===== src/rtl/core/caseless_dbcs_substring_match_assert.svh =====
// Assertion macros shared by the search block.
// Both sample on the rising edge of clk and are off while arst_n is low.
`ifndef CASELESS_DBCS_SUBSTRING_MATCH_ASSERT_SVH
`define CASELESS_DBCS_SUBSTRING_MATCH_ASSERT_SVH

`define CDSM_ASSERT_NOW(label, ante, cons, msg) \
	label: assert property (@(posedge clk) disable iff (!arst_n) (ante) |-> (cons)) \
		else $error(msg);

`define CDSM_ASSERT_NEXT(label, ante, cons, msg) \
	label: assert property (@(posedge clk) disable iff (!arst_n) (ante) |=> (cons)) \
		else $error(msg);

`endif


===== src/rtl/core/cdsm_pkg.sv =====
package cdsm_pkg;

	localparam int MAX_PATTERN_DEF = 16;
	localparam int OFFSET_BITS_DEF = 32;
	localparam int PATTERN_BYTES = 16;
	localparam int MATCH_OFFSET_W = 32;
	localparam int CFG_INDEX_W = 2;
	localparam int CFG_DATA_W = 64;
	localparam int LENGTH_W = 5;
	localparam int QUEUE_DEPTH = 2;

	localparam logic [7:0] LEAD_LOW = 8'h80;
	localparam logic [7:0] LEAD_HIGH = 8'hff;
	localparam logic [7:0] TRAIL_A_LOW = 8'h40;
	localparam logic [7:0] TRAIL_A_HIGH = 8'h7e;
	localparam logic [7:0] TRAIL_B_LOW = 8'ha1;
	localparam logic [7:0] TRAIL_B_HIGH = 8'hfe;
	localparam logic [7:0] UPPER_LOW = 8'h41;
	localparam logic [7:0] UPPER_HIGH = 8'h5a;
	localparam logic [7:0] CASE_BIT = 8'h20;

	typedef enum logic [CFG_INDEX_W-1:0] {
		CFG_PATTERN_LOW = 2'd0,
		CFG_PATTERN_HIGH = 2'd1,
		CFG_PATTERN_LENGTH = 2'd2
	} cfg_reg_t;

	typedef struct packed {
		logic [7:0] text_byte;
		logic last;
	} text_item_t;

	typedef struct packed {
		logic found;
		logic [MATCH_OFFSET_W-1:0] match_offset;
	} result_item_t;

	// One classified text step: an optional held unit, then an optional final byte.
	typedef struct packed {
		logic unit_valid;
		logic unit_dbl;
		logic [7:0] unit_fold;
		logic tail_valid;
		logic [7:0] tail_fold;
		logic last;
	} cmd_t;

	function automatic logic is_lead(input logic [7:0] c);
		return (c > LEAD_LOW) && (c < LEAD_HIGH);
	endfunction

	function automatic logic is_trail(input logic [7:0] c);
		return ((c >= TRAIL_A_LOW) && (c <= TRAIL_A_HIGH)) ||
			((c >= TRAIL_B_LOW) && (c <= TRAIL_B_HIGH));
	endfunction

	function automatic logic [7:0] fold_case(input logic [7:0] c);
		return ((c >= UPPER_LOW) && (c <= UPPER_HIGH)) ? (c | CASE_BIT) : c;
	endfunction

endpackage


===== src/rtl/core/cdsm_front.sv =====
`include "caseless_dbcs_substring_match_assert.svh"

module cdsm_front import cdsm_pkg::*; (
	input logic clk,
	input logic arst_n,
	input logic text_valid,
	output logic text_ready,
	input text_item_t text,
	output logic cmd_valid,
	input logic cmd_ready,
	output cmd_t cmd
);

	logic [7:0] held_byte_q;
	logic held_valid_q;
	logic skip_q;
	logic accept;
	logic unit_valid;
	logic unit_dbl;
	logic new_skip;

	assign accept = text_valid && cmd_ready;
	assign text_ready = cmd_ready;
	assign cmd_valid = text_valid;

	assign unit_valid = held_valid_q && !skip_q;
	assign unit_dbl = is_lead(held_byte_q) && is_trail(text.text_byte);
	assign new_skip = unit_valid && unit_dbl;

	always_comb begin
		cmd.unit_valid = unit_valid;
		cmd.unit_dbl = unit_dbl;
		cmd.unit_fold = fold_case(held_byte_q);
		cmd.tail_valid = text.last && !new_skip;
		cmd.tail_fold = fold_case(text.text_byte);
		cmd.last = text.last;
	end

	always_ff @(posedge clk or negedge arst_n) begin
		if (!arst_n) begin
			held_valid_q <= 1'b0;
			skip_q <= 1'b0;
		end else if (accept) begin
			held_valid_q <= !text.last;
			skip_q <= !text.last && new_skip;
		end
	end

	always_ff @(posedge clk) begin
		if (accept) begin
			held_byte_q <= text.text_byte;
		end
	end

	`CDSM_ASSERT_NOW(a_skip_needs_held, skip_q, held_valid_q, "Trail skip set without a held byte.")

endmodule


===== src/rtl/core/cdsm_fifo.sv =====
`include "caseless_dbcs_substring_match_assert.svh"

module cdsm_fifo import cdsm_pkg::*; (
	input logic clk,
	input logic arst_n,
	input logic push_valid,
	output logic push_ready,
	input cmd_t push_data,
	output logic pop_valid,
	input logic pop_ready,
	output cmd_t pop_data
);

	localparam int PTR_W = $clog2(QUEUE_DEPTH);
	localparam int CNT_W = $clog2(QUEUE_DEPTH + 1);

	cmd_t entry_q [QUEUE_DEPTH];
	logic [PTR_W-1:0] wr_ptr_q;
	logic [PTR_W-1:0] rd_ptr_q;
	logic [CNT_W-1:0] count_q;
	logic push;
	logic pop;

	assign push_ready = (count_q != CNT_W'(QUEUE_DEPTH));
	assign pop_valid = (count_q != '0);
	assign push = push_valid && push_ready;
	assign pop = pop_valid && pop_ready;
	assign pop_data = entry_q[rd_ptr_q];

	always_ff @(posedge clk or negedge arst_n) begin
		if (!arst_n) begin
			wr_ptr_q <= '0;
			rd_ptr_q <= '0;
			count_q <= '0;
		end else begin
			if (push) begin
				wr_ptr_q <= (wr_ptr_q == PTR_W'(QUEUE_DEPTH - 1)) ? '0 : wr_ptr_q + 1'b1;
			end
			if (pop) begin
				rd_ptr_q <= (rd_ptr_q == PTR_W'(QUEUE_DEPTH - 1)) ? '0 : rd_ptr_q + 1'b1;
			end
			count_q <= count_q + CNT_W'(push) - CNT_W'(pop);
		end
	end

	always_ff @(posedge clk) begin
		if (push) begin
			entry_q[wr_ptr_q] <= push_data;
		end
	end

	`CDSM_ASSERT_NOW(a_empty_ptrs, count_q == '0, rd_ptr_q == wr_ptr_q, "Empty queue with unequal pointers.")
	`CDSM_ASSERT_NOW(a_count_range, 1'b1, count_q <= CNT_W'(QUEUE_DEPTH), "Queue count exceeds depth.")

endmodule


===== src/rtl/core/cdsm_back.sv =====
`include "caseless_dbcs_substring_match_assert.svh"

module cdsm_back import cdsm_pkg::*; #(
	parameter int MAX_PATTERN = MAX_PATTERN_DEF,
	parameter int OFFSET_BITS = OFFSET_BITS_DEF,
	localparam int CNT_W = $clog2(MAX_PATTERN + 1)
) (
	input logic clk,
	input logic arst_n,
	input logic cmd_valid,
	output logic cmd_ready,
	input cmd_t cmd,
	input logic [CNT_W-1:0] n_eff,
	input logic [MAX_PATTERN-1:0][7:0] pat_fold,
	input logic [MAX_PATTERN-1:0] pat_usable,
	output logic result_valid,
	input logic result_ready,
	output result_item_t result
);

	localparam int IDX_W = (MAX_PATTERN > 1) ? $clog2(MAX_PATTERN) : 1;

	logic [CNT_W-1:0] mi_q;
	logic [OFFSET_BITS-1:0] pos_q;
	logic reported_q;
	logic res_valid_q;
	result_item_t res_q;

	logic pop;
	logic [MAX_PATTERN-1:0] ok_unit;
	logic [MAX_PATTERN-1:0] ok_tail;
	logic [CNT_W-1:0] mi_a;
	logic [CNT_W-1:0] mi_b;
	logic [OFFSET_BITS-1:0] pos_a;
	logic [OFFSET_BITS-1:0] pos_b;
	logic done_a;
	logic done_b;
	logic hit;
	logic emit;
	logic text_idle;

	function automatic logic [CNT_W-1:0] next_index(input logic [CNT_W-1:0] mi,
			input logic [MAX_PATTERN-1:0] ok);
		logic [CNT_W-1:0] nxt;
		if (ok[mi[IDX_W-1:0]]) begin
			nxt = mi + 1'b1;
		end else if (mi == '0) begin
			nxt = '0;
		end else begin
			nxt = ok[0] ? CNT_W'(1) : '0;
		end
		return nxt;
	endfunction

	assign pop = cmd_valid && cmd_ready;
	assign cmd_ready = !res_valid_q || result_ready;
	assign result_valid = res_valid_q;
	assign result = res_q;
	assign text_idle = (mi_q == '0) && (pos_q == '0) && !reported_q;

	always_comb begin
		for (int k = 0; k < MAX_PATTERN; k++) begin
			ok_unit[k] = pat_usable[k] && !cmd.unit_dbl && (cmd.unit_fold == pat_fold[k]);
			ok_tail[k] = pat_usable[k] && (cmd.tail_fold == pat_fold[k]);
		end
	end

	always_comb begin
		mi_a = mi_q;
		pos_a = pos_q;
		done_a = 1'b0;
		if (cmd.unit_valid) begin
			mi_a = next_index(mi_q, ok_unit);
			pos_a = pos_q + (cmd.unit_dbl ? OFFSET_BITS'(2) : OFFSET_BITS'(1));
			done_a = (mi_a >= n_eff);
		end
		mi_b = mi_a;
		pos_b = pos_a;
		done_b = 1'b0;
		if (cmd.tail_valid && !done_a) begin
			mi_b = next_index(mi_a, ok_tail);
			pos_b = pos_a + OFFSET_BITS'(1);
			done_b = (mi_b >= n_eff);
		end
		hit = done_a || done_b;
		emit = !reported_q && (hit || cmd.last);
	end

	always_ff @(posedge clk or negedge arst_n) begin
		if (!arst_n) begin
			mi_q <= '0;
			pos_q <= '0;
			reported_q <= 1'b0;
			res_valid_q <= 1'b0;
		end else begin
			if (pop) begin
				priority if (cmd.last) begin
					mi_q <= '0;
					pos_q <= '0;
					reported_q <= 1'b0;
				end else if (!reported_q && hit) begin
					reported_q <= 1'b1;
				end else if (!reported_q) begin
					mi_q <= mi_b;
					pos_q <= pos_b;
				end else begin
				end
			end
			if (pop && emit) begin
				res_valid_q <= 1'b1;
			end else if (result_ready) begin
				res_valid_q <= 1'b0;
			end
		end
	end

	always_ff @(posedge clk) begin
		if (pop && emit) begin
			res_q.found <= hit;
			res_q.match_offset <= hit ?
				MATCH_OFFSET_W'(pos_b - OFFSET_BITS'(n_eff)) : '0;
		end
	end

	`CDSM_ASSERT_NEXT(a_last_clears, pop && cmd.last, text_idle, "Text state kept after last.")
	`CDSM_ASSERT_NOW(a_index_range, !reported_q, mi_q < CNT_W'(MAX_PATTERN), "Index out of range.")

endmodule


===== src/rtl/core/caseless_dbcs_substring_match.sv =====
// The item that decides a result is written into the command queue; the match stage
// pops it and loads the output register; a result still held there stalls the pop.
// Throughput: one text byte per cycle while results drain, set by the match stage that
// handles a held unit and a final byte together; a two-entry queue decouples it.
// Reset clears the pattern to zero, the pattern length to one and all text state.
module caseless_dbcs_substring_match import cdsm_pkg::*; #(
	parameter int MAX_PATTERN = MAX_PATTERN_DEF,
	parameter int OFFSET_BITS = OFFSET_BITS_DEF
) (
	input logic clk,
	input logic arst_n,
	input logic text_valid,
	output logic text_ready,
	input text_item_t text,
	output logic result_valid,
	input logic result_ready,
	output result_item_t result,
	input logic cfg_valid,
	output logic cfg_ready,
	input logic [CFG_INDEX_W-1:0] cfg_index,
	input logic [CFG_DATA_W-1:0] cfg_data
);

	localparam int CNT_W = $clog2(MAX_PATTERN + 1);

	logic [CFG_DATA_W-1:0] pattern_low_q;
	logic [CFG_DATA_W-1:0] pattern_high_q;
	logic [LENGTH_W-1:0] pattern_length_q;

	logic [2*CFG_DATA_W-1:0] pattern_bits;
	logic [7:0] pat_byte [PATTERN_BYTES+1];
	logic [CNT_W-1:0] n_eff;
	logic [MAX_PATTERN-1:0][7:0] pat_fold;
	logic [MAX_PATTERN-1:0] pat_usable;
	logic pair;

	logic front_valid;
	logic front_ready;
	cmd_t front_cmd;
	logic back_valid;
	logic back_ready;
	cmd_t back_cmd;

	assign cfg_ready = 1'b1;

	always_ff @(posedge clk or negedge arst_n) begin
		if (!arst_n) begin
			pattern_low_q <= '0;
			pattern_high_q <= '0;
			pattern_length_q <= LENGTH_W'(1);
		end else if (cfg_valid) begin
			unique case (cfg_index)
				CFG_PATTERN_LOW: begin
					pattern_low_q <= cfg_data;
				end
				CFG_PATTERN_HIGH: begin
					pattern_high_q <= cfg_data;
				end
				CFG_PATTERN_LENGTH: begin
					pattern_length_q <= cfg_data[LENGTH_W-1:0];
				end
				default: begin
				end
			endcase
		end
	end

	always_comb begin
		priority if (pattern_length_q == '0) begin
			n_eff = CNT_W'(1);
		end else if (pattern_length_q > LENGTH_W'(MAX_PATTERN)) begin
			n_eff = CNT_W'(MAX_PATTERN);
		end else begin
			n_eff = CNT_W'(pattern_length_q);
		end
	end

	assign pattern_bits = {pattern_high_q, pattern_low_q};

	// A pattern position that starts a double-byte character can never match.
	always_comb begin
		pair = 1'b0;
		for (int k = 0; k < PATTERN_BYTES; k++) begin
			pat_byte[k] = pattern_bits[8*k +: 8];
		end
		pat_byte[PATTERN_BYTES] = '0;
		for (int k = 0; k < MAX_PATTERN; k++) begin
			pair = (CNT_W'(k + 1) < n_eff) && is_lead(pat_byte[k]) && is_trail(pat_byte[k+1]);
			pat_fold[k] = fold_case(pat_byte[k]);
			pat_usable[k] = (CNT_W'(k) < n_eff) && !pair;
		end
	end

	cdsm_front u_front (
		.clk(clk),
		.arst_n(arst_n),
		.text_valid(text_valid),
		.text_ready(text_ready),
		.text(text),
		.cmd_valid(front_valid),
		.cmd_ready(front_ready),
		.cmd(front_cmd)
	);

	cdsm_fifo u_fifo (
		.clk(clk),
		.arst_n(arst_n),
		.push_valid(front_valid),
		.push_ready(front_ready),
		.push_data(front_cmd),
		.pop_valid(back_valid),
		.pop_ready(back_ready),
		.pop_data(back_cmd)
	);

	cdsm_back #(
		.MAX_PATTERN(MAX_PATTERN),
		.OFFSET_BITS(OFFSET_BITS)
	) u_back (
		.clk(clk),
		.arst_n(arst_n),
		.cmd_valid(back_valid),
		.cmd_ready(back_ready),
		.cmd(back_cmd),
		.n_eff(n_eff),
		.pat_fold(pat_fold),
		.pat_usable(pat_usable),
		.result_valid(result_valid),
		.result_ready(result_ready),
		.result(result)
	);

endmodule


===== config.mk =====
export PLATFORM = sky130hd
export DESIGN_NAME = caseless_dbcs_substring_match
export DESIGN_NICKNAME = d
export VERILOG_FILES = /design/src/rtl/core/cdsm_pkg.sv /design/src/rtl/core/cdsm_front.sv /design/src/rtl/core/cdsm_fifo.sv /design/src/rtl/core/cdsm_back.sv /design/src/rtl/core/caseless_dbcs_substring_match.sv
export VERILOG_INCLUDE_DIRS = /design/src /design/src/rtl/core
export SDC_FILE = /design/constraint.sdc
export NUM_CORES = 1
export LEC_CHECK = 0
export BUFFER_PORTS_ARGS = -buffer_cell sky130_fd_sc_hd__buf_2
export CAP_MARGIN = 20
export CORE_ASPECT_RATIO = 0.8
export CORE_MARGIN = 2
export CORE_UTILIZATION = 40
export DETAILED_ROUTE_END_ITERATION = 16
export GPL_TIMING_DRIVEN = 1
export MAX_ROUTING_LAYER = met4
export PLACE_DENSITY_LB_ADDON = 0.05
export SLEW_MARGIN = 20
export SYNTH_ARGS = -nofsm -noshare
export SYNTH_HDL_FRONTEND = slang
export SYNTH_SLANG_ARGS = --single-unit

===== constraint.sdc =====
create_clock -name clk -period 9.5 [get_ports clk]
set_clock_uncertainty 0.1 [all_clocks]
set_input_delay 1.9 -clock clk [delete_from_list [all_inputs] [get_ports clk]]
set_output_delay 1.9 -clock clk [all_outputs]
set_load 0.05 [all_outputs]

Word level (Yosys, flattened, before mapping)

Memories as Yosys holds them, arrays and structs flattened.
Cells that the tools add are included.

Register bits after elaboration: 219
Output and inout port bits: 36
Memories kept: 1
Input port bits: 80
RAM bits: 40
Logic and storage cells: 491

Memories:

| memory         | depth | bits a word | read ports | clocked after Yosys merged registers in | write ports | RTL line        | source |
|---|---|---|---|---|---|---|---|
| u_fifo.entry_q | 2     | 20          | 1          | 0                                       | 1           | cdsm_fifo.sv:17 | `cmd_t entry_q [QUEUE_DEPTH];` |

Reductions and logical operators: 223
$lt $le $gt $ge: 153
Equality and inequality tests: 37
Add/subtract/negate cells: 9
Multiplexer cells: 53

Operators with widths:

| kind                    | number |
|---|---|
| $ge A8 B7 Y1 const B    | 34 |
| $le A8 B7 Y1 const B    | 34 |
| $eq A8 B8 Y1            | 32 |
| $logic_and A1 B1 Y1     | 170 |
| $mux W32                | 5 |
| $ge A8 B8 Y1 const B    | 16 |
| $gt A8 B8 Y1 const B    | 16 |
| $le A8 B8 Y1 const B    | 16 |
| $lt A8 B8 Y1 const B    | 16 |
| $mux W6                 | 18 |
| $mux W5                 | 13 |
| $lt A4 B5 Y1 const A    | 8 |
| $add A32 B1 Y32 const B | 1 |
| $add A32 B32 Y32        | 1 |
| $sub A32 B5 Y32         | 1 |
| $logic_not A1 Y1        | 22 |
| $lt A3 B5 Y1 const A    | 4 |
| $logic_or A1 B1 Y1      | 19 |
| $logic_not A5 Y1        | 3 |
| $mux W1                 | 14 |
| $add A5 B1 Y5 const B   | 2 |
| $ge A5 B5 Y1            | 2 |
| $lt A1 B5 Y1 const A    | 2 |
| $lt A2 B5 Y1 const A    | 2 |
| other kinds (15)        | 24 |

Longest topological paths before layout

Gate-level depths: netlist of the first run.

Depth after elaboration: 26
Mapped depth: 32
Gate-level depth less buffers: 28

Hierarchy

Synthesis of the first run repeated with hierarchy kept, for this count alone.

Cells, all modules: 1,903
Area, all modules: 18,728.0 um^2

Modules (own cells, without submodules):

| module                        | cells each | seq. area each (um^2) | instances | area an instance (um^2) |
|---|---|---|---|---|
| cdsm_back                     | 1,199      | 1,966.9               | 1         | 9,908.3 |
| caseless_dbcs_substring_match | 559        | 3,329.4               | 1         | 6,516.2 |
| cdsm_fifo                     | 84         | 1,301.2               | 1         | 1,655.3 |
| cdsm_front                    | 61         | 290.3                 | 1         | 648.1 |

Least setup slack after synthesis of the first run

Ideal clock, no wire load.

Kind: reg-to-reg
Start point: register pattern_low_q[57]
End point: register u_back.res_q (netlist bit u_back.result[0]), enable pin
Data arrival time: 6.875 ns
Path buffers: 2
Period minus slack after synthesis: 7.439 ns
Setup time: 0.464 ns
Cell stages (with the launch flop): 25
Path slack: 2.061 ns
Data required time: 8.936 ns
Cell sequence: dfrtp_1 or4_1 or2_1 a41oi_1 xor2_1 o41ai_1 o211ai_1 nand4_2 mux2_4 buf_4 a2111o_1 and4_1 buf_6 mux2i_1 ha_1 nand2b_1 a21o_1 a21oi_1 nor2b_1 o21ai_0 nand2b_1 a21oi_1 inv_1 nor2_1 nor3_1

Longest elaborated chain between the ends: 23
Elaborated cells on any way between the ends: 51
Those cells by class: add/sub (1); order compare (10); eq/ne (2); mux (13); reduce/logical (25)

RTL lines:

| element                                               | RTL line                            | source |
|---|---|---|
| from (decl)                                           | caseless_dbcs_substring_match.sv:26 | `logic [CFG_DATA_W-1:0] pattern_low_q;` |
| from (signal assigned)                                | caseless_dbcs_substring_match.sv:54 | `pattern_low_q <= cfg_data;` |
| branches (longest 19 deep; another with $ge A8 B7 Y1) | -                                   |  |
| $logic_or A1 B1 Y1 (*)                                | cdsm_back.sv:85                     | `hit = done_a \|\| done_b;` |
| net u_back.hit                                        | cdsm_back.sv:38                     | `logic hit;` |
| $logic_or A1 B1 Y1 (*)                                | cdsm_back.sv:86                     | `emit = !reported_q && (hit \|\| cmd.last);` |
| $logic_and A1 B1 Y1 (*)                               | cdsm_back.sv:86                     |  |
| $logic_and A1 B1 Y1 (*)                               | cdsm_back.sv:118                    | `if (pop && emit) begin` |
| to (decl)                                             | cdsm_back.sv:27                     | `result_item_t res_q;` |

Mark *: on every way through the listed nets, which the timed path passes. The select of a mux whose other input is x is not followed.
A chain may end at the register's enable or synchronous reset.

Final worst setup path of the first run

Start point: register u_fifo.rd_ptr_q
End point: register u_back.res_q (netlist bit u_back.result[19]) (data pin)

Longest elaborated chain between the ends: 16
Elaborated cells on any way between the ends: 110
Those cells by class: add/sub (4); order compare (2); eq/ne (32); mux (18); reduce/logical (53); memory (1)

RTL lines:

| element                                                   | RTL line        | source |
|---|---|---|
| from (decl)                                               | cdsm_fifo.sv:19 | `logic [PTR_W-1:0] rd_ptr_q;` |
| from (signal assigned)                                    | cdsm_fifo.sv:40 | `rd_ptr_q <= (rd_ptr_q == PTR_W'(QUEUE_DEPTH - 1)) ? '0 : rd_ptr_q + 1'b1;` |
| $mem_v2 Z2 W20 (*)                                        | -               |  |
| branches (longest 15 deep; another with $add A32 B32 Y32) | -               |  |

Every way passes the cells marked *. The select of a mux whose other input is x is not followed.

==> flow_summary.yaml, run 1 <==
status:
  run_status: "complete, no violations"
route:
  wire_per_inst_um: 22.0
  drt_iter0_drc: 1267
  postRouteAntennaNets: 0
  via_count: 14000
  viasPerCell: 5.85
  drt_wl_total_um: 52800
  drc: 0
  dr.pass1.iters: 7
worst_setup_path:
  r2r-end: "u_back.result[19]"
  cp.required_ps: 9740
  end_kind: "flop"
  crit_path_start_kind: "flop"
  slowest_delay_ps: 990
  reg2reg_depth: 26
  cp_num_buf_inv: 1
  worst-setup-path-type: "reg -> reg"
  worst_path_max_delay_cell: "dfrtp_2"
  worstSetupStartpoint: "u_fifo.rd_ptr_q"
  r2r_setup_slack_ps: 930
  cp_max_fo: 26
  cp.arrival_ps: 8810
  path_common_cell: "a21oi_1"
  r2r_start: "u_fifo.rd_ptr_q"
  critPathTopFamily: "compound AO/OA/AOI/OAI gates"
finish:
  fin_util_pct: 45.5
  nNetsFinal: 1920
  drive_above_1_share_pct: 20.7
  final_area_mm2: 0.0197
  areaGrowthSynthToFinish_pct: 11.9
  fin_cells: 2396
  diodes: 0
global_routing:
  antenna_found_initial: 0
  grt_pass1_wl_um: 83000
  grt_max_degree: 75
  track_usage_pct: 24.0
  first_global_vias: 13500
  overflow: 0
clock_tree:
  h-tree-depth: 1
  clock_sinks: 259
  root_buffer: "clkbuf_16"
  cts_buffers: 28
  path_clk_slew_ps: 70
  cts_tree: "done"
  cts_resized: 0
  post_cts_buffers: 0
  clk_latency_ps: 590
  clockBufferDepth: 3
  cts_hold_buf: 0
placement:
  dp_cells: 2344
  io_buffer_count: 114
  dpl_cell_area_mm2: 0.0186
  gp_congestion: 0.911
  place_hpwl_um: 37700
yosys:
  synth_common_cells: "xnor2_1, dfrtp_1, xor2_1"
  syn_area_mm2: 0.0176
  synth_top_area_share_pct: 25.2
  synth_ff_type: "dfrtp_1"
  postSynthAreaPerCell_um2: 10.1
  synth_most_common_cell: "xnor2_1"
  ys_seq_elements: 259
  syn-num-nets: 1858
  ys_seq_area_share_pct: 39.1
  ys_warn_count: 0
  synth_edf_count: 81
  netlist_top_cells_area: "dfrtp_1, edfxtp_1, xnor2_1, mux2_2, xor2_1"
  synth_top_area_cell: "dfrtp_1"
  syn_inst: 1752
  yosysUniqueCellTypes: 85
  synth_async_sr_flop_share_pct: 68.7
worst_hold_path:
  hold-path-endpoint: "u_front.held_valid_q"
  min-delay-start: "u_front.held_valid_q"
  hp-class: "reg -> reg"
  min_path_cells: 1
pwr:
  ir_drop_mv: 0.156
  leakage_nw: 7.64
  p_per_area_mw_per_mm2: 285
  finalPower_mw: 5.61
floorplan:
  die_h_um: 192
  fp.coreArea_mm2: 0.0433
  pin_count: 116
  die_w_um: 239
  die_area_mm2: 0.0457
  start_util_pct: 40.7
  row_count: 68
timing:
  finalCriticalPeriod_ps: 8570
  fin_crit_sh_pct: 90.3
  setup_viol: 0
  finalMaxSlewViolations: 0
  fmax_mhz: 117
  worst_pin_slew_ps: 997
  fin_setup_tns_ps: 0
  rsz0062_at_grt: "no"
  relSlewSlack_pct: 32.1
  final-hold-violation-count: 0
flow_run:
  max_cap_violations: 0
## worst register-to-register path, delay by kind of cell, from the launching register on
family	cells	cell delay (ps)
compound gates	12	2860
mux	1	970
buf+inv	1	90
flops	1	990
xor+xnor	1	140
fa+ha+maj	2	510
simple gates	9	2660
## final cells by class
| cell class | instances | area, um^2 |
|---|---|---|
| multi-input combinational | 1351 | 10200 |
| sequential | 259 | 6890 |
| tap | 560 | 701 |
| fill | 4038 | 23600 |
| inverter | 36 | 135 |
| clock buffer | 41 | 905 |
| clock inverter | 11 | 141 |
| timing repair buffer | 138 | 759 |
## routing by layer
metal	routed length [um]	global-route usage [%]
met1	26700	36.0
met2	22100	34.3
met3	3060	3.38
met4	926	4.76
met5	0	-
## sequential cells by signal, indices dropped and copies added, names as in the netlist
signal / flops
u_fifo.wr_ptr_q: 1
u_back.result_valid: 1
pattern_low_q: 64
u_front.skip_q: 1
u_fifo.count_q: 2
u_fifo.rd_ptr_q: 1
u_fifo.entry_q: 40
u_back.result: 33
pattern_length_q: 5
u_front.held_byte_q: 8
u_back.pos_q: 32
u_back.mi_q: 5
pattern_high_q: 64
u_front.held_valid_q: 1
u_back.reported_q: 1
## kinds of logic after synthesis
logic type	after synthesis	synth area share [%]
AO/OA/AOI/OAI	255	10.4
other	1	0.0213
adder cells (fa/ha/maj)	26	1.93
buffers and inverters	142	3.49
flip-flops	259	39.1
XOR/XNOR	338	16.8
AND/OR/NAND/NOR	569	17.7
multiplexers	162	10.6
## through the flow
step | setup slack (ps) | hold WS [ps]
2_1_floorplan | 2060 | 342
3_3_place_gp | 1270 | 354
3_5_place_dp | 1030 | 358
4_1_cts | 1020 | 371
5_1_grt | 257 | 373
6_report | 926 | 367
## worst max-delay path by stage
stage	endpoint	slack [ps]	cells after the start
after floorplan	u_back.result[0]	2060	24
after global placement	u_back.result[31]	1270	27
after detailed placement	u_back.result[31]	1030	27
after CTS	u_back.result[31]	1020	27
after global routing	u_back.result[31]	260	27
final	u_back.result[19]	930	26
## where the power goes
group	total [mW]	internal [mW]	switching, mW
combinational	2.56	0.981	1.58
sequential	1.84	1.46	0.374
clock	1.21	0.720	0.490
## placed cells by master, fill, tap and decap left out, drive strengths merged, types with 8 or more instances in the layout
| cell | n |
|---|---|
| a31oi | 11 |
| nor4 | 51 |
| and2 | 15 |
| nor2b | 17 |
| buf | 137 |
| or4 | 18 |
| a21oi | 41 |
| xor2 | 148 |
| inv | 39 |
| o21ai | 63 |
| nand2b | 17 |
| a41o | 9 |
| or2 | 10 |
| ha | 24 |
| nand3 | 56 |
| a22o | 20 |
| and4 | 8 |
| xnor2 | 190 |
| edfxtp | 81 |
| a41oi | 12 |
| o31ai | 8 |
| a21o | 20 |
| nand4 | 71 |
| nor2 | 98 |
| nand2 | 99 |
| dfrtp | 177 |
| clkbuf | 42 |
| nor3 | 64 |
| mux2i | 28 |
| mux2 | 134 |
| or3 | 18 |
(Power assumes the default switching activity.)
==> inputs of run 2 (changes only) <==
Settings changed: SYNTH_HIERARCHICAL set to 1.
==> run 2 against run 1 <==
  * Register-to-register slack got worse by 270 ps
  * Via count up 9.2%
  * Critical path depth up 3
  * First-iteration DRC count is 12% higher
  * Sequential cell count stayed put
  * Die area rose by 6.2%
==> flow_summary.yaml, run 2 <==
finish:
  fin_util_pct: 44.7
  final_area_mm2: 0.0206
  nNetsFinal: 2050
  fin_cells: 2581
  final_cell_mix: "xnor2_1, dfrtp_1, xor2_1, mux2_2, nand2_1"
  reg_top3: "pattern_high_q x64, pattern_low_q x64, u_fifo/entry_q x40"
  areaGrowthSynthToFinish_pct: 9.85
  diodes: 0
  drive_above_1_share_pct: 19.8
  layout_commonest_cell: "xnor2_1"
route:
  postRouteAntennaNets: 0
  wire_per_inst_um: 23.3
  viasPerCell: 5.93
  via_count: 15300
  drt_wl_total_um: 60100
  dr.pass1.iters: 5
  drt_iter0_drc: 1414
  drc: 0
floorplan:
  pin_count: 116
  start_util_pct: 40.7
  die_w_um: 246
  die_h_um: 198
  fp.coreArea_mm2: 0.0460
  row_count: 70
  die_area_mm2: 0.0486
yosys:
  yosysUniqueCellTypes: 106
  syn_area_mm2: 0.0187
  netlist_top_cells_area: "dfrtp_1, edfxtp_1, mux2_2, xnor2_1, xor2_1"
  ys_warn_count: 6
  ys_seq_area_share_pct: 36.8
  syn_inst: 1903
  synth_common_cells: "xnor2_1, dfrtp_1, xor2_1"
  synth_ff_type: "dfrtp_1"
  synth_async_sr_flop_share_pct: 68.7
  synth_edf_count: 81
  postSynthAreaPerCell_um2: 9.84
  ys_seq_elements: 259
  synth_top_area_cell: "dfrtp_1"
  synth_top_area_share_pct: 23.7
  syn-num-nets: 2006
  synth_most_common_cell: "xnor2_1"
clock_tree:
  cts_hold_buf: 0
  h-tree-depth: 1
  path_clk_slew_ps: 60
  cts_resized: 0
  clockBufferDepth: 3
  cts_tree: "done"
  post_cts_buffers: 0
  clock_sinks: 259
  root_buffer: "clkbuf_16"
  clk_latency_ps: 580
  cts_buffers: 28
timing:
  finalMaxSlewViolations: 0
  relSlewSlack_pct: 29.9
  fin_crit_sh_pct: 93.1
  rsz0062_at_grt: "no"
  finalCriticalPeriod_ps: 8850
  fin_setup_tns_ps: 0
  fmax_mhz: 113
  whs_ps: 378
  worst_slack_ps: 654
  setup_viol: 0
  worst_pin_slew_ps: 1050
  final-hold-violation-count: 0
pwr:
  leakage_nw: 8.04
  p_comb_share_pct: 46.8
  ir_drop_mv: 0.200
  p_sw_share_pct: 44.5
  clkPwrFrac_pct: 21.1
  power_frac_seq_pct: 32.1
  finalPower_mw: 5.57
  p_per_area_mw_per_mm2: 271
  power.internal_mw: 3.09
  p_sw_mw: 2.48
worst_setup_path:
  worst_path_max_delay_cell: "or4_1"
  worstSetupStartpoint: "u_fifo/rd_ptr_q"
  cp.arrival_ps: 9050
  cp.required_ps: 9710
  crit_path_start_kind: "flop"
  worst-setup-path-type: "reg -> reg"
  path_common_cell: "a21oi_1"
  end_kind: "flop"
  reg2reg_depth: 29
  slowest_delay_ps: 760
  r2r_start: "u_fifo/rd_ptr_q"
  cp_max_fo: 16
placement:
  io_buffer_count: 114
  dpl_cell_area_mm2: 0.0196
  dp_slack_ps: 741
  gp_congestion: 0.955
  dp_cells: 2529
  place_hpwl_um: 44300
flow_run:
  max_cap_violations: 0
worst_hold_path:
  min-delay-start: "u_front/held_valid_q"
  hp-class: "reg -> reg"
  min_path_cells: 2
global_routing:
  antenna_found_initial: 0
  overflow: 0
  grt_pass1_wl_um: 92800
  track_usage_pct: 25.6
  first_global_vias: 14600
  grt_max_degree: 69
status:
  run_status: "complete, no violations"
==> run 2: cell types whose count changed after synthesis, moves of 9 or more <==
cell,before,now
nand2_1,99,130
buf_4,8,38
clkbuf_1,71,41
nand3_1,56,83
mux2_2,132,154
and3_1,6,24
a31oi_1,11,22
or4_1,18,7
a41oi_1,11,1
buf_2,17,27
o21ai_0,56,46
xor2_1,148,158
and2_1,14,5
inv_1,36,45
==> run 2: worst max-delay path: cells and delay by family, from the launching register on <==
kind / cells / cell delay (ps)
and+or+nand+nor: 12 / 3410
AOI/OAI and AO/OA: 7 / 1420
muxes: 3 / 1320
adders and majority gates: 4 / 1070
DFF: 1 / 740
buffers and inverters: 2 / 260
xor gates and xnor gates: 1 / 250
==> run 2: final timing paths <==
path,endpoint,slack (ps)
min reg2reg,u_front/held_valid_q,380
max reg2reg,u_back/result[23],650
min in group asynchronous,pattern_low_q[33],1170
min,u_front/held_valid_q,380
max in group asynchronous,u_back/result_valid,6800
max,u_back/result[23],650
==> run 2: per-layer routing <==
metal  GRT usage [%]  share of wire, %
met5               -                 0
met4            4.94               1.8
met3            3.45               7.4
met2            34.0                39
met1            40.5                52
==> run 2: power by group through the flow <==
| stage | clock network (mW) | logic, mW | registers (mW) |
|---|---|---|---|
| 6_report | 1.18 | 2.61 | 1.79 |
| 3_3_place_gp | 0 | 2.56 | 1.80 |
| 3_5_place_dp | 0 | 2.58 | 1.80 |
| 2_1_floorplan | 0 | 1.76 | 1.94 |
| 5_1_grt | 1.26 | 2.82 | 1.82 |
| 4_1_cts | 1.21 | 2.59 | 1.78 |
==> run 2: cells by family (layout without fill, tap and decap cells) <==
| group | Yosys count | count (layout) | share of synthesized area, % |
|---|---|---|---|
| AND/OR/NAND/NOR | 636 | 636 | 18.7 |
| flip-flops | 259 | 259 | 36.8 |
| XOR/XNOR | 348 | 348 | 16.4 |
| buffers and inverters | 165 | 231 | 4.49 |
| other | 1 | 1 | 0.0200 |
| adder cells (fa/ha/maj) | 25 | 25 | 1.72 |
| multiplexers | 169 | 169 | 10.1 |
| AO/OA/AOI/OAI | 300 | 300 | 11.8 |
==> run 2: layout make-up <==
type                            count  area [um^2]
Sequential cell                   259         6890
Clock buffer                       45          900
Multi-Input combinational cell   1479        11000
Inverter                           46          173
Clock inverter                      7         98.8
Fill cell                        4372        25400
Tap cell                          612          766
Timing Repair Buffer              133          722
